## src/remote_ip_private_classifier_defines.svh

```systemverilog
// Assertion macros shared by the classifier RTL.
// Depends on nothing; included by the files that carry assertions.
`ifndef REMOTE_IP_PRIVATE_CLASSIFIER_DEFINES_SVH
`define REMOTE_IP_PRIVATE_CLASSIFIER_DEFINES_SVH

// Same-cycle implication, disabled while reset is asserted.
`define RIP_ASSERT_NOW(label, clk, rst_n, ante, cons, msg) \
    label: assert property (@(posedge clk) disable iff (!(rst_n)) (ante) |-> (cons)) \
        else $error(msg);

// Next-cycle implication, disabled while reset is asserted.
`define RIP_ASSERT_NEXT(label, clk, rst_n, ante, cons, msg) \
    label: assert property (@(posedge clk) disable iff (!(rst_n)) (ante) |=> (cons)) \
        else $error(msg);

`endif

```

## src/rip_pkg.sv

```systemverilog
// Types and character constants for the private peer address classifier.
// Used by rip_step and by the top level remote_ip_private_classifier.
package rip_pkg;

    localparam logic [7:0] CH_LBRACKET = 8'h5B;
    localparam logic [7:0] CH_RBRACKET = 8'h5D;
    localparam logic [7:0] CH_DOT      = 8'h2E;
    localparam logic [7:0] CH_COLON    = 8'h3A;
    localparam logic [7:0] CH_ZERO     = 8'h30;
    localparam logic [7:0] CH_ONE      = 8'h31;
    localparam logic [7:0] CH_EIGHT    = 8'h38;
    localparam logic [7:0] CH_NINE     = 8'h39;
    localparam logic [7:0] CH_UPPER_A  = 8'h41;
    localparam logic [7:0] CH_UPPER_Z  = 8'h5A;
    localparam logic [7:0] CH_LOWER_A  = 8'h61;
    localparam logic [7:0] CH_LOWER_B  = 8'h62;
    localparam logic [7:0] CH_LOWER_C  = 8'h63;
    localparam logic [7:0] CH_LOWER_D  = 8'h64;
    localparam logic [7:0] CH_LOWER_E  = 8'h65;
    localparam logic [7:0] CH_LOWER_F  = 8'h66;

    localparam logic [7:0]  CASE_OFFSET  = 8'd32;
    localparam logic [8:0]  OCTET_MAX    = 9'd255;
    localparam logic [11:0] OCTET_SAT    = 12'd256;
    localparam logic [2:0]  OCTET_COUNT  = 3'd4;
    localparam logic [7:0]  NET_LOOPBACK = 8'd127;
    localparam logic [7:0]  NET_TEN      = 8'd10;
    localparam logic [15:0] MASK_172     = 16'hFFF0;
    localparam logic [15:0] NET_172_16   = 16'hAC10;
    localparam logic [15:0] NET_192_168  = 16'hC0A8;
    localparam logic [15:0] NET_169_254  = 16'hA9FE;

    typedef struct packed {
        logic        in_text;
        logic        opened_bracket;
        logic [1:0]  char_count;
        logic [23:0] lowered_prefix;
        logic        overlong;
        logic        outer_prefix_private;
        logic [8:0]  octet_value;
        logic [1:0]  octet_digits;
        logic        first_digit_zero;
        logic [2:0]  octets_done;
        logic [31:0] address_acc;
        logic        ipv4_failed;
    } rip_state_t;

    typedef struct packed {
        logic        is_private;
        logic        was_ipv4;
        logic [31:0] ipv4_value;
    } rip_result_t;

    localparam rip_state_t STATE_CLEAR = '0;

endpackage

```

## src/rip_step.sv

```systemverilog
// Per-character update of the classifier state and the verdict on the last character.
// Purely combinational; depends on rip_pkg.
module rip_step
    import rip_pkg::*;
(
    input  rip_state_t  state_cur,
    input  logic [7:0]  char_code,
    input  logic        last_char,
    input  logic        no_char,
    output rip_state_t  state_next,
    output logic        produce,
    output rip_result_t result
);

    function automatic rip_state_t close_octet(input rip_state_t s);
        rip_state_t r;
        r = s;
        if (s.octet_digits == 2'd0 || s.octet_value > OCTET_MAX) begin
            r.ipv4_failed = 1'b1;
        end else begin
            r.address_acc = {s.address_acc[23:0], s.octet_value[7:0]};
            if (s.octets_done < 3'd7) begin
                r.octets_done = s.octets_done + 3'd1;
            end
        end
        r.octet_value      = '0;
        r.octet_digits     = '0;
        r.first_digit_zero = 1'b0;
        return r;
    endfunction

    function automatic rip_state_t feed(input rip_state_t s, input logic [7:0] c);
        rip_state_t  r;
        logic [7:0]  lc;
        logic [3:0]  d;
        logic [11:0] v;
        r  = s;
        lc = (c >= CH_UPPER_A && c <= CH_UPPER_Z) ? c + CASE_OFFSET : c;
        d  = 4'(c - CH_ZERO);
        v  = '0;
        unique case (s.char_count)
            2'd0: begin
                r.lowered_prefix[7:0] = lc;
                r.char_count = 2'd1;
            end
            2'd1: begin
                r.lowered_prefix[15:8] = lc;
                r.char_count = 2'd2;
                if (s.lowered_prefix[7:0] == CH_LOWER_F &&
                    (lc == CH_LOWER_C || lc == CH_LOWER_D)) begin
                    r.outer_prefix_private = 1'b1;
                end
            end
            2'd2: begin
                r.lowered_prefix[23:16] = lc;
                r.char_count = 2'd3;
                if (s.lowered_prefix[7:0] == CH_LOWER_F &&
                    s.lowered_prefix[15:8] == CH_LOWER_E &&
                    (lc == CH_EIGHT || lc == CH_NINE ||
                     lc == CH_LOWER_A || lc == CH_LOWER_B)) begin
                    r.outer_prefix_private = 1'b1;
                end
            end
            default: begin
                r.overlong = 1'b1;
            end
        endcase

        if (!s.ipv4_failed) begin
            if (c >= CH_ZERO && c <= CH_NINE) begin
                if (s.octet_digits == 2'd0) begin
                    r.first_digit_zero = (d == 4'd0);
                    r.octet_value      = {5'd0, d};
                    r.octet_digits     = 2'd1;
                end else if (s.first_digit_zero && d > 4'd7) begin
                    // An octal octet may not hold an eight or a nine.
                    r.ipv4_failed = 1'b1;
                end else begin
                    if (s.first_digit_zero) begin
                        v = {3'd0, s.octet_value} * 12'd8 + {8'd0, d};
                    end else begin
                        v = {3'd0, s.octet_value} * 12'd10 + {8'd0, d};
                    end
                    r.octet_value  = (v > OCTET_SAT) ? OCTET_SAT[8:0] : v[8:0];
                    r.octet_digits = 2'd2;
                end
            end else if (c == CH_DOT) begin
                r = close_octet(r);
                if (r.octets_done >= OCTET_COUNT) begin
                    r.ipv4_failed = 1'b1;
                end
            end else begin
                r.ipv4_failed = 1'b1;
            end
        end
        return r;
    endfunction

    function automatic rip_result_t finalize(input rip_state_t s);
        rip_state_t  f;
        rip_result_t r;
        logic        loop6;
        f = s;
        r = '0;
        if (!f.ipv4_failed) begin
            f = close_octet(f);
        end
        if (!f.ipv4_failed && f.octets_done == OCTET_COUNT) begin
            r.was_ipv4   = 1'b1;
            r.ipv4_value = f.address_acc;
            r.is_private = (f.address_acc[31:24] == NET_LOOPBACK) ||
                           (f.address_acc[31:24] == NET_TEN) ||
                           ((f.address_acc[31:16] & MASK_172) == NET_172_16) ||
                           (f.address_acc[31:16] == NET_192_168) ||
                           (f.address_acc[31:16] == NET_169_254) ||
                           (f.address_acc == 32'd0);
        end else begin
            loop6 = (f.char_count == 2'd3) && !f.overlong &&
                    (f.lowered_prefix[7:0] == CH_COLON) &&
                    (f.lowered_prefix[15:8] == CH_COLON) &&
                    (f.lowered_prefix[23:16] == CH_ONE);
            r.is_private = loop6 || f.outer_prefix_private;
        end
        return r;
    endfunction

    rip_state_t fed;

    assign fed = feed(state_cur, char_code);

    always_comb begin
        state_next = state_cur;
        produce    = 1'b0;
        result     = '0;
        priority if (no_char) begin
            produce    = 1'b1;
            state_next = STATE_CLEAR;
        end else if (!state_cur.in_text && char_code == CH_LBRACKET && !last_char) begin
            state_next.in_text        = 1'b1;
            state_next.opened_bracket = 1'b1;
        end else if (state_cur.in_text && state_cur.opened_bracket && last_char) begin
            // The closing bracket is stripped, so the text ends before it.
            produce    = 1'b1;
            state_next = STATE_CLEAR;
            if (char_code == CH_RBRACKET) begin
                result = finalize(state_cur);
            end
        end else begin
            if (last_char) begin
                produce    = 1'b1;
                result     = finalize(fed);
                state_next = STATE_CLEAR;
            end else begin
                state_next         = fed;
                state_next.in_text = 1'b1;
            end
        end
    end

endmodule

```

## src/remote_ip_private_classifier.sv

```systemverilog
// Top level of the private peer address classifier: input register, state and result register.
// Depends on rip_pkg, rip_step and remote_ip_private_classifier_defines.svh.
//
// The address text enters one character per transaction, the final character marked by
// s_tlast; s_tuser set stands for an empty string and ends the text. One verdict leaves on
// m_* for each text, registered in the result register when its last character leaves the
// input register, and characters that end nothing give no transaction. One character is
// taken every cycle unless a verdict waits on a stalled m_*; the state update for a character
// is a single pass through rip_step between the input and result registers, and the next
// character needs only that state. During that stall the character waits in the input register and s_tready drops.
`include "remote_ip_private_classifier_defines.svh"

module remote_ip_private_classifier
    import rip_pkg::*;
(
    input  logic        aclk,
    input  logic        aresetn,
    input  logic        s_tvalid,
    output logic        s_tready,
    input  logic [7:0]  s_tdata,   // [7:0] char_code
    input  logic        s_tlast,   // last_char
    input  logic        s_tuser,   // no_char
    output logic        m_tvalid,
    input  logic        m_tready,
    output logic [39:0] m_tdata,   // [0] is_private, [32:1] ipv4_value, [39:33] zero
    output logic        m_tuser    // was_ipv4
);

    logic        in_valid_reg;
    logic [7:0]  in_char_reg;
    logic        in_last_reg;
    logic        in_none_reg;
    rip_state_t  state_reg;
    rip_state_t  state_next;
    rip_state_t  state_cur_sel;
    logic        produce;
    rip_result_t result;
    logic        out_valid_reg;
    rip_result_t out_reg;
    logic        advance;

    // The held character moves on once the result register is free or being emptied.
    assign advance  = in_valid_reg && (!out_valid_reg || m_tready);
    assign s_tready = !in_valid_reg || advance;

    assign state_cur_sel = state_reg;

    rip_step u_step (
        .state_cur  (state_cur_sel),
        .char_code  (in_char_reg),
        .last_char  (in_last_reg),
        .no_char    (in_none_reg),
        .state_next (state_next),
        .produce    (produce),
        .result     (result)
    );

    always_ff @(posedge aclk) begin
        if (!aresetn) begin
            in_valid_reg  <= 1'b0;
            out_valid_reg <= 1'b0;
            state_reg     <= STATE_CLEAR;
        end else begin
            if (s_tready) begin
                in_valid_reg <= s_tvalid;
            end
            if (advance) begin
                state_reg <= state_next;
            end
            if (advance && produce) begin
                out_valid_reg <= 1'b1;
            end else if (m_tready) begin
                out_valid_reg <= 1'b0;
            end
        end
    end

    always_ff @(posedge aclk) begin
        if (s_tready && s_tvalid) begin
            in_char_reg <= s_tdata;
            in_last_reg <= s_tlast;
            in_none_reg <= s_tuser;
        end
        if (advance && produce) begin
            out_reg <= result;
        end
    end

    assign m_tvalid = out_valid_reg;
    assign m_tdata  = {7'd0, out_reg.ipv4_value, out_reg.is_private};
    assign m_tuser  = out_reg.was_ipv4;

    `RIP_ASSERT_NOW(a_value_zero_unless_ipv4, aclk, aresetn, out_valid_reg && !out_reg.was_ipv4, out_reg.ipv4_value == 32'd0, "address value not zero on a non-IPv4 verdict")
    `RIP_ASSERT_NEXT(a_held_char_kept, aclk, aresetn, in_valid_reg && out_valid_reg && !m_tready, in_valid_reg, "held character lost while the output stalled")
    `RIP_ASSERT_NEXT(a_state_cleared, aclk, aresetn, advance && produce, !state_reg.in_text && state_reg.address_acc == 32'd0, "state not cleared after a verdict")
    `RIP_ASSERT_NOW(a_octets_bounded, aclk, aresetn, 1'b1, state_reg.octets_done <= OCTET_COUNT, "octet count beyond four")

endmodule
```

## config.mk

```make
export PLATFORM = sky130hd
export DESIGN_NAME = remote_ip_private_classifier
export DESIGN_NICKNAME = d
export VERILOG_FILES = /design/src/rip_pkg.sv /design/src/rip_step.sv /design/src/remote_ip_private_classifier.sv
export VERILOG_INCLUDE_DIRS = /design/src /design/src/src
export SDC_FILE = /design/constraint.sdc
export NUM_CORES = 1
export LEC_CHECK = 0
export ABC_AREA = 1
export BUFFER_PORTS_ARGS = -buffer_cell sky130_fd_sc_hd__clkbuf_2
export CORE_AREA = 8 8 120 233
export DETAILED_ROUTE_END_ITERATION = 6
export DIE_AREA = 0 0 128 241
export GPL_TIMING_DRIVEN = 0
export PLACE_DENSITY_LB_ADDON = 0.1
export SKIP_LAST_GASP = 1
export SYNTH_ARGS = -nofsm -noshare
export SYNTH_HDL_FRONTEND = slang
export SYNTH_HIERARCHICAL = 1
export SYNTH_SLANG_ARGS = --single-unit
```

## constraint.sdc

```tcl
create_clock -name aclk -period 4.9 [get_ports aclk]
set_input_delay 0.49 -clock aclk [delete_from_list [all_inputs] [get_ports aclk]]
set_output_delay 0.49 -clock aclk [all_outputs]
set_load 0.03 [all_outputs]
```

# Yosys cells after proc, flatten, opt, wreduce, memory -nomap -nowiden
# Cells that the tools add are included.
[op_classes]
magnitude_cmp = 11
reduce_logical = 61
add_sub_neg = 6
mux = 64
mul = 1
eq_ne = 34
[ops]
columns = ["cell", "n"]
rows = [
  ["$mux 76", 9],
  ["$mux 78", 3],
  ["$mux 35", 6],
  ["$mux 48", 3],
  ["$mux 34", 3],
  ["$eq 8x7->1 const B", 10],
  ["$eq 8x6->1 const B", 9],
  ["$mux 12", 6],
  ["$mux 33", 2],
  ["$eq 16x16->1 const B", 4],
  ["$logic_not 32->1", 2],
  ["$mux 47", 1],
  ["$mux 8", 4],
  ["$add 12x4->12", 2],
  ["$eq 12x12->1 const B", 2],
  ["$logic_and 1x1->1", 23],
  ["$mux 11", 2],
  ["$logic_or 1x1->1", 20],
  ["$mux 1", 19],
  ["$gt 9x8->1 const B", 2],
  ["$eq 8x4->1 const B", 2],
  ["$gt 12x9->1 const B", 1],
  ["$mul 9x3->11 const B", 1],
  ["$mux 9", 1],
  ["25 further kinds", 40],
]
[word_totals]
regBits = 124

# Longest topological paths before layout
# Gate-level depths: netlist of the first run.
[depth]
word_depth = 30
depth_mapped = 30
ltp_nobuf = 29

# By module
# The synthesis of the first run kept the hierarchy.
[by_module_without_submodules]
columns = ["mod", "n_inst", "seq_area_each_um2", "area_per_inst_um2", "cells_each"]
rows = [
  ["rip_step", 1, 0.0, 6044.5, 1189],
  ["remote_ip_private_classifier", 1, 2922.8, 5011.1, 580],
]

# Worst setup path after synthesis of the first run
# Ideal clock, no wire load.
[synth_timing]
kind = "reg-to-reg"
from = "register state_reg, in the netlist state_cur_sel[40]"
to = "register out_reg, in the netlist m_tdata[0], data pin"
path_buffers = 1
path_slack_ns = 1.343
required_ns = 4.651
arrival_ns = 3.308
setup_ns = 0.249
synth_period_minus_slack_ns = 3.557
stages_incl_launch_ff = 26
cell_sequence = "dfxtp_1 > ha_1 > ha_1 > fa_1 > nand3_1 > nor2_1 > nand2_1 > nor2_1 > o21ai_0 > nand2_1 > nand3_1 > nand2_1 > nand2_1 > nand2_1 > nand4_4 > buf_4 > o21ai_0 > nor2_1 > nand2_1 > nor2_1 > nand2_1 > nand2_1 > nor2_1 > nand3_1 > nand2_1 > inv_1"
[synth_via]
elab_chain_len = 30
word_cells_on_any_way = 77
[synth_rtl]
columns = ["element", "line", "text"]
rows = [
  ["from (decl)", "remote_ip_private_classifier.sv:33", "rip_state_t state_reg;"],
  ["from (signal assigned)", "remote_ip_private_classifier.sv:68", "state_reg <= state_next;"],
  ["$mul 9x3->11", "rip_step.sv:82", "v = {3'd0, s.octet_value} * 12'd10 + {8'd0, d};"],
  ["$add 12x4->12", "rip_step.sv:82", ""],
  ["$mux 12", "rip_step.sv:79", "if (s.first_digit_zero) begin"],
  ["$mux 12", "rip_step.sv:75", "end else if (s.first_digit_zero && d > 4'd7) begin"],
  ["$mux 12", "rip_step.sv:71", "if (s.octet_digits == 2'd0) begin"],
  ["$mux 12", "rip_step.sv:70", "if (c >= CH_ZERO && c <= CH_NINE) begin"],
  ["$mux 12", "rip_step.sv:69", "if (!s.ipv4_failed) begin"],
  ["$gt 12x9->1", "rip_step.sv:84", "r.octet_value = (v > OCTET_SAT) ? OCTET_SAT[8:0] : v[8:0];"],
  ["[14 not listed]", "n/a", ""],
  ["$logic_or 1x1->1", "rip_step.sv:111", "r.is_private = (f.address_acc[31:24] == NET_LOOPBACK) ||"],
  ["$logic_or 1x1->1", "rip_step.sv:112", "(f.address_acc[31:24] == NET_TEN) ||"],
  ["$logic_or 1x1->1", "rip_step.sv:113", "((f.address_acc[31:16] & MASK_172) == NET_172_16) ||"],
  ["$logic_or 1x1->1", "rip_step.sv:114", "(f.address_acc[31:16] == NET_192_168) ||"],
  ["$logic_or 1x1->1", "rip_step.sv:115", "(f.address_acc[31:16] == NET_169_254) ||"],
  ["$mux 1", "rip_step.sv:108", "if (!f.ipv4_failed && f.octets_done == OCTET_COUNT) begin"],
  ["$mux 34", "rip_step.sv:149", "if (last_char) begin"],
  ["$mux 34 (*)", "rip_step.sv:141", "end else if (state_cur.in_text && state_cur.opened_bracket && last_char) begin"],
  ["to (signal assigned)", "remote_ip_private_classifier.sv:85", "out_reg <= result;"],
  ["to (decl)", "remote_ip_private_classifier.sv:39", "rip_result_t out_reg;"],
]
# Mark *: on every way between the ends. The rest lies on a longest branch, timed or not. The select of a mux whose other input is x is not followed.
# A chain may end at the register's enable or synchronous reset.

# Worst setup path after layout of the first run
[layout_timing]
from = "register state_reg, in the netlist state_cur_sel[40]"
to = "register out_reg, in the netlist m_tdata[8], data pin"
[layout_via]
elab_chain_len = 26
word_cells_on_any_way = 55
[layout_rtl]
columns = ["element", "line", "text"]
rows = [
  ["$mul 9x3->11", "rip_step.sv:82", ""],
  ["$add 12x4->12", "rip_step.sv:82", ""],
  ["$mux 12", "rip_step.sv:79", ""],
  ["$mux 12", "rip_step.sv:75", ""],
  ["$mux 12", "rip_step.sv:71", ""],
  ["$mux 12", "rip_step.sv:70", ""],
  ["$mux 12", "rip_step.sv:69", ""],
  ["$gt 12x9->1", "rip_step.sv:84", ""],
  ["[10 not listed]", "n/a", ""],
  ["$mux 76", "rip_step.sv:141", ""],
  ["$mux 76", "rip_step.sv:138", "end else if (!state_cur.in_text && char_code == CH_LBRACKET && !last_char) begin"],
  ["$mux 76", "rip_step.sv:135", "priority if (no_char) begin"],
  ["$eq 3x3->1 or $logic_not 1->1 (tied branches)", "rip_step.sv:108", ""],
  ["$logic_and 1x1->1", "rip_step.sv:108", ""],
  ["$mux 33", "rip_step.sv:108", ""],
  ["$mux 34", "rip_step.sv:149", ""],
  ["$mux 34 (*)", "rip_step.sv:141", ""],
]
# Marked as above.

==> flow_summary.yaml, run 1 <==
sta:
  slew_viol_final: 0
  rsz0062_at_grt: "false"
  hold_viol: 0
  tightest_slew_ns: 1.18
  finClkSkew_ns: 0.00913
  setup_viol: 0
  slew_headroom_pct: 20.6
  period_share_pct: 94.0
  fmax_mhz: 217
  fin_tns_setup_ns: 0
  min_period_ns: 4.60
outcome:
  violations: "DRC"
  status: "complete, but fails checks"
worst_setup_path:
  cp.required_ns: 5.06
  crit_end: "m_tdata[8]"
  startpoint: "state_cur_sel[40]"
  r2r_slack_ns: 0.30
  r2r_start: "state_cur_sel[40]"
  crit_fanout: 10
  r2r_cells: 19
  arrival_ns: 4.77
  endpoint_kind: "register"
  worstReg2RegEnd: "m_tdata[8]"
  path_class: "reg -> reg"
  crit_path_start_kind: "register"
synthesis:
  synth_area_leaders: "dfxtp_1, nand2_1, edfxtp_1, inv_1, o21ai_0"
  postSynth.asyncResetShare_pct: 0
  synth_top_area_share_pct: 14.5
  ys_warn_count: 6
  synth_area_mm2: 0.0111
  avgSynthCellArea_um2: 6.25
  yosys.area.top_type: "dfxtp_1"
  synth-seq-cells: 124
  synth-edff-count: 44
  synthMostInstantiatedCell: "nand2_1"
  ys_top_cells_by_count: "nand2_1, inv_1, nor2_1, o21ai_0, a21oi_1"
  synth-main-ff-cell: "dfxtp_1"
  yosysSeqAreaShare_pct: 26.4
  syn_inst: 1769
  yosysUniqueCellTypes: 58
placed_design:
  gp_congestion: 0.957
  io_buffers: 48
  dp_hpwl_um: 29500
  place_inst: 2160
die:
  die_width_um: 128
  start_util_pct: 44.5
  pin_count: 57
  coreArea_mm2: 0.0248
  dieArea_mm2: 0.0308
  fp.dieH_um: 241
  rows: 82
global_route:
  grt_usage_pct: 25.1
  grt_max_degree: 35
  grt_overflow: 0
  grt_pass1_vias: 11094
  antenna_found_initial: 0
  grt_pass1_wl_um: 60100
run:
  maxCapViolCount: 0
power_and_ir_drop:
  p_leak_uw: 0.00540
  ir_drop_mv: 0.262
  p_total_uw: 3310
  power_density_mw_per_mm2: 267
route:
  wl_per_cell_um: 17.2
  postRouteAntennaNets: 0
  vias: 11770
  drt_first_pass_iters: 7
  via_per_inst: 5.37
  drcViolationCount: 10
  drtIter0Drc: 1118
  drt-total-wl_um: 37800
finish:
  largest_reg_flops: 78
  nets: 1889
  stdcell_count: 2192
  fillers: 2759
  diodes: 0
  drive_gt1_share_pct: 11.5
  syn2layout_area_growth_pct: 11.9
clocking:
  cts.path.max_buffers: 2
  cts_resized: 0
  clock_latency_ns: 0.45
  cts_buffers: 17
  h-tree-depth: 4
  cts_tree: "built"
  cts_root_buf: "clkbuf_16"
  cts_sinks: 124
  hold_buffers: 0
  post_cts_buffers: 0
  path_clk_slew_ns: 0.06
worst_hold_path:
  hold_class: "in -> reg"
worst max-delay path, cell delays in order, from the launching register on:
cell and delay [ns]:
dfxtp_1 0.57, ha_1 0.31, ha_1 0.23, fa_1 0.50, xnor2_1 0.20, nor2_1 0.20
nand2_1 0.10, nor2_1 0.13, o21ai_0 0.10, nand2_1 0.07, nand3_1 0.08, nand2_1 0.12
nand2_1 0.11, a21oi_2 0.36, nand2_1 0.14, o2111ai_1 0.52, o21ai_2 0.16, nand3_4 0.17
buf_6 0.20, a211oi_2 0.05
layer usage:
layer  global-route usage [%]  routed length [um]  up-vias  share of wire (%)
li1                         -                   -     5945                  -
met1                     31.5               16600     5334                 44
met2                     41.0               17500      405                 46
met3                     3.34                2160       86                5.7
met4                     13.3                1530        0                4.0
met5                        0                   0        -                  0
kinds of logic (layout without fill, tap and decap cells):
kind of cell / count (synthesis) / after routing / share of synthesized area (%)
xor gates and xnor gates: 3 / 3 / 0.238
other: 1 / 7 / 0.0339
buffers and inverters: 375 / 456 / 15.1
adders and majority gates: 32 / 32 / 3.76
muxes: 15 / 15 / 1.36
and+or+nand+nor: 850 / 850 / 33.1
DFF: 124 / 124 / 26.4
AOI/OAI and AO/OA: 369 / 369 / 20.0
power by group:
group | leakage (uW) | switching, uW | total (uW) | internal [uW]
Combinational | 0.00405 | 569 | 821 | 252
Clock | 0.000296 | 485 | 1290 | 805
Sequential | 0.00106 | 72.3 | 1200 | 1130
metrics by stage:
| stage | area (um^2) | util (%) | setup slack, ns | hold WS (ns) |
|---|---|---|---|---|
| 6_report | 12400 | 49.8 | 0.295 | 0.220 |
| 5_1_grt | 12400 | 49.8 | 0.0286 | 0.209 |
| 4_1_cts | 12400 | 49.8 | 0.132 | 0.198 |
| 3_5_place_dp | 11800 | 47.4 | 0.166 | 0.476 |
| 3_3_place_gp | 11700 | 47.3 | 0.117 | 0.461 |
| 2_1_floorplan | 11100 | - | 1.34 | 0.446 |
worst min-delay path by stage:
stage | cells after the start | slack (ns) | endpoint | startpoint
after floorplan | 2 | 0.45 | state_cur_sel[0] | state_cur_sel[0]
after global placement | 2 | 0.46 | state_cur_sel[0] | state_cur_sel[0]
after detailed placement | 2 | 0.48 | state_cur_sel[52] | state_cur_sel[52]
after CTS | 1 | 0.20 | in_char_reg[4] | s_tdata[4]
after global routing | 1 | 0.21 | in_char_reg[4] | s_tdata[4]
final | 1 | 0.22 | in_last_reg | s_tlast
cell usage in the layout, fill, tap and decap left out, types with 23 or more instances in the layout:
cell      instances
nand2_1         412
inv_1           249
nor2_1          177
o21ai_0         142
a21oi_1         133
nand3_1         123
dfxtp_1          80
nor3_1           68
clkbuf_2         50
clkbuf_1         47
edfxtp_1         44
buf_2            35
ha_1             30
nand4_1          23
final cells by class:
class	count	area (um^2)	area share (%)
inverter	261	990	8.00
sequential	124	2920	23.6
timing repair buffer	49	260	2.10
buffer	114	677	5.47
clock buffer	24	529	4.28
multi-input combinational	1276	6500	52.5
tap	336	420	3.40
clock inverter	8	75.1	0.607
No activity file was read; power rests on OpenSTA's default activity.
==> run 2: changes to the inputs <==
MAX_ROUTING_LAYER = met4   (was unset)
PLACE_DENSITY = 0.59   (was unset)
PLACE_DENSITY_LB_ADDON = unset   (was 0.1)
==> run 2 against run 1 <==
Net effect: the run now ends clean; clock skew is 0.0010 ns higher; count of clock-buffer cells in the layout shrank 1; global-route usage increased by 2.1 points; clock power is 4% higher; combinational power increased by 2%; routed wire length rose by 6.1%; sequential power hardly changed; setup slack gained 0.12 ns; largest power group unchanged; flip-flop and latch count unchanged.
==> flow_summary.yaml, run 2 (synthesis results as in run 1) <==
clocking:
  cts_root_buf: "clkbuf_16"
  cts.path.max_buffers: 2
  cts_tree: "built"
  hold_buffers: 0
  h-tree-depth: 4
  cts_buffers: 17
  cts_sinks: 124
  path_clk_slew_ns: 0.06
  clock_latency_ns: 0.45
finish:
  post-route-util_pct: 49.9
  final_cell_mix: "nand2_1, inv_1, nor2_1"
  final_common_cell: "nand2_1"
  fillers: 2689
  diodes: 0
  largest_reg_flops: 78
  multiInputGateArea_mm2: 0.00651
  drive_gt1_share_pct: 11.5
  seq_area_mm2: 0.00292
  syn2layout_area_growth_pct: 12.1
  nets: 1888
worst_setup_path:
  path_class: "reg -> reg"
  crit_fanout: 7
  r2r_start: "state_cur_sel[42]"
  crit_path_start_kind: "register"
  r2r_slack_ns: 0.41
  startpoint: "state_cur_sel[42]"
  endpoint_kind: "register"
  cp.required_ns: 5.11
  arrival_ns: 4.70
  r2r_cells: 20
  crit_end: "m_tdata[0]"
  worstReg2RegEnd: "m_tdata[0]"
power_and_ir_drop:
  internal_power_uw: 2240
  ir_drop_mv: 0.292
  power_frac_comb_pct: 24.7
  clkPwrFrac_pct: 39.7
  power_density_mw_per_mm2: 272
  p_seq_share_pct: 35.6
  swShare_pct: 33.7
  p_leak_uw: 0.00540
  p_switching_uw: 1140
worst_hold_path:
  hold_class: "in -> reg"
global_route:
  grt_usage_pct: 27.2
  grt_pass1_vias: 11263
  antenna_found_initial: 0
  grt_pass1_wl_um: 62400
  grt_overflow: 0
  grt_max_degree: 35
placed_design:
  dp_hpwl_um: 31700
  gp_congestion: 1.01
  io_buffers: 48
sta:
  setup_viol: 0
  tightest_slew_ns: 1.19
  finClkSkew_ns: 0.0101
  period_share_pct: 91.6
  rsz0062_at_grt: "false"
  holdWs_ns: 0.214
  hold_viol: 0
  fmax_mhz: 223
  min_period_ns: 4.49
  slew_viol_final: 0
  slew_headroom_pct: 20.2
outcome:
  status: "completed"
route:
  via_per_inst: 5.43
  drt-total-wl_um: 40100
  drtIter0Drc: 875
  postRouteAntennaNets: 0
  drt_first_pass_iters: 5
  drcViolationCount: 0
  wl_per_cell_um: 18.3
  vias: 11895
die:
  rows: 82
  dieArea_mm2: 0.0308
  fp.dieH_um: 241
  coreArea_mm2: 0.0248
  pin_count: 57
  start_util_pct: 44.5
  die_width_um: 128
run:
  maxCapViolCount: 0
-- run 2: cell count changes in the layout (fill, tap and decap cells not counted), sizes merged --
| cell | change |
|---|---|
| clkinv | +2 |
| inv | -2 |
| buf | -1 |
| bufinv | +1 |
| clkbuf | -1 |
-- run 2: stage by stage --
step	worst slack (ns)	instances	power (uW)	setup TNS [ns]	instance area, um^2
2_1_floorplan	1.34	1775	1790	0	11100
3_3_place_gp	-0.0987	2159	2030	-0.818	11700
3_5_place_dp	-0.0721	2159	2040	-0.538	11700
4_1_cts	0.129	2191	3390	0	12400
5_1_grt	0.0890	2191	3530	0	12400
6_report	0.413	2191	3370	0	12400
-- run 2: cell type report --
| type | count | share of cell area (%) |
|---|---|---|
| clock buffer | 23 | 4.29 |
| tap | 336 | 3.39 |
| inverter | 261 | 7.99 |
| multi-input combinational | 1276 | 52.5 |
| buffer | 114 | 5.46 |
| clock inverter | 9 | 0.828 |
| timing repair buffer | 48 | 1.94 |
| sequential | 124 | 23.6 |
-- run 2: power groups by stage --
stage               logic, uW  clock network (uW)  registers (uW)
global placement          810                   0            1220
CTS                       822                1360            1200
global route              926                1400            1210
floorplan                 567                   0            1220
finish                    834                1340            1200
detailed placement        817                   0            1220
-- run 2: critical path: stages, from the launching register on --
cell and delay (ns):
dfxtp_1 0.53, ha_1 0.30, ha_1 0.24, fa_1 0.50
xnor2_1 0.21, nor2_1 0.19, nand2_1 0.11, nor2_1 0.12
o21ai_0 0.10, nand2_1 0.07, nand3_1 0.10, nand2_1 0.10
nand2_1 0.10, a21oi_2 0.37, nand2_1 0.19, o2111ai_2 0.37
o21ai_2 0.14, o21ai_0 0.31, inv_1 0.07, nand2_1 0.08
inv_1 0.04
-- run 2: timing repair --
item                                    4_1_cts  5_1_grt
setup buffers                                 0        0
gates resized for setup                       1        2
endpoints found under the setup margin       21       31
-- run 2: how the worst min path moves through the flow --
| stage | cells after the start | slack, ns | end | startpoint |
|---|---|---|---|---|
| 2_1_floorplan | 2 | 0.45 | state_cur_sel[0] | state_cur_sel[0] |
| 3_3_place_gp | 2 | 0.46 | state_cur_sel[0] | state_cur_sel[0] |
| 3_5_place_dp | 2 | 0.48 | state_cur_sel[52] | state_cur_sel[52] |
| 4_1_cts | 1 | 0.20 | in_last_reg | s_tlast |
| 5_1_grt | 1 | 0.21 | in_last_reg | s_tlast |
| 6_report | 1 | 0.21 | in_last_reg | s_tlast |
-- run 2: metal layers --
layer  wire length [um]  global-route usage (%)  vias to the layer above
li1                   -                       -                     5928
met1              17000                    31.8                     5470
met2              19400                    45.3                      405
met3               1930                    2.63                       92
met4               1710                    14.2                        0
met5                  0                       -                        -
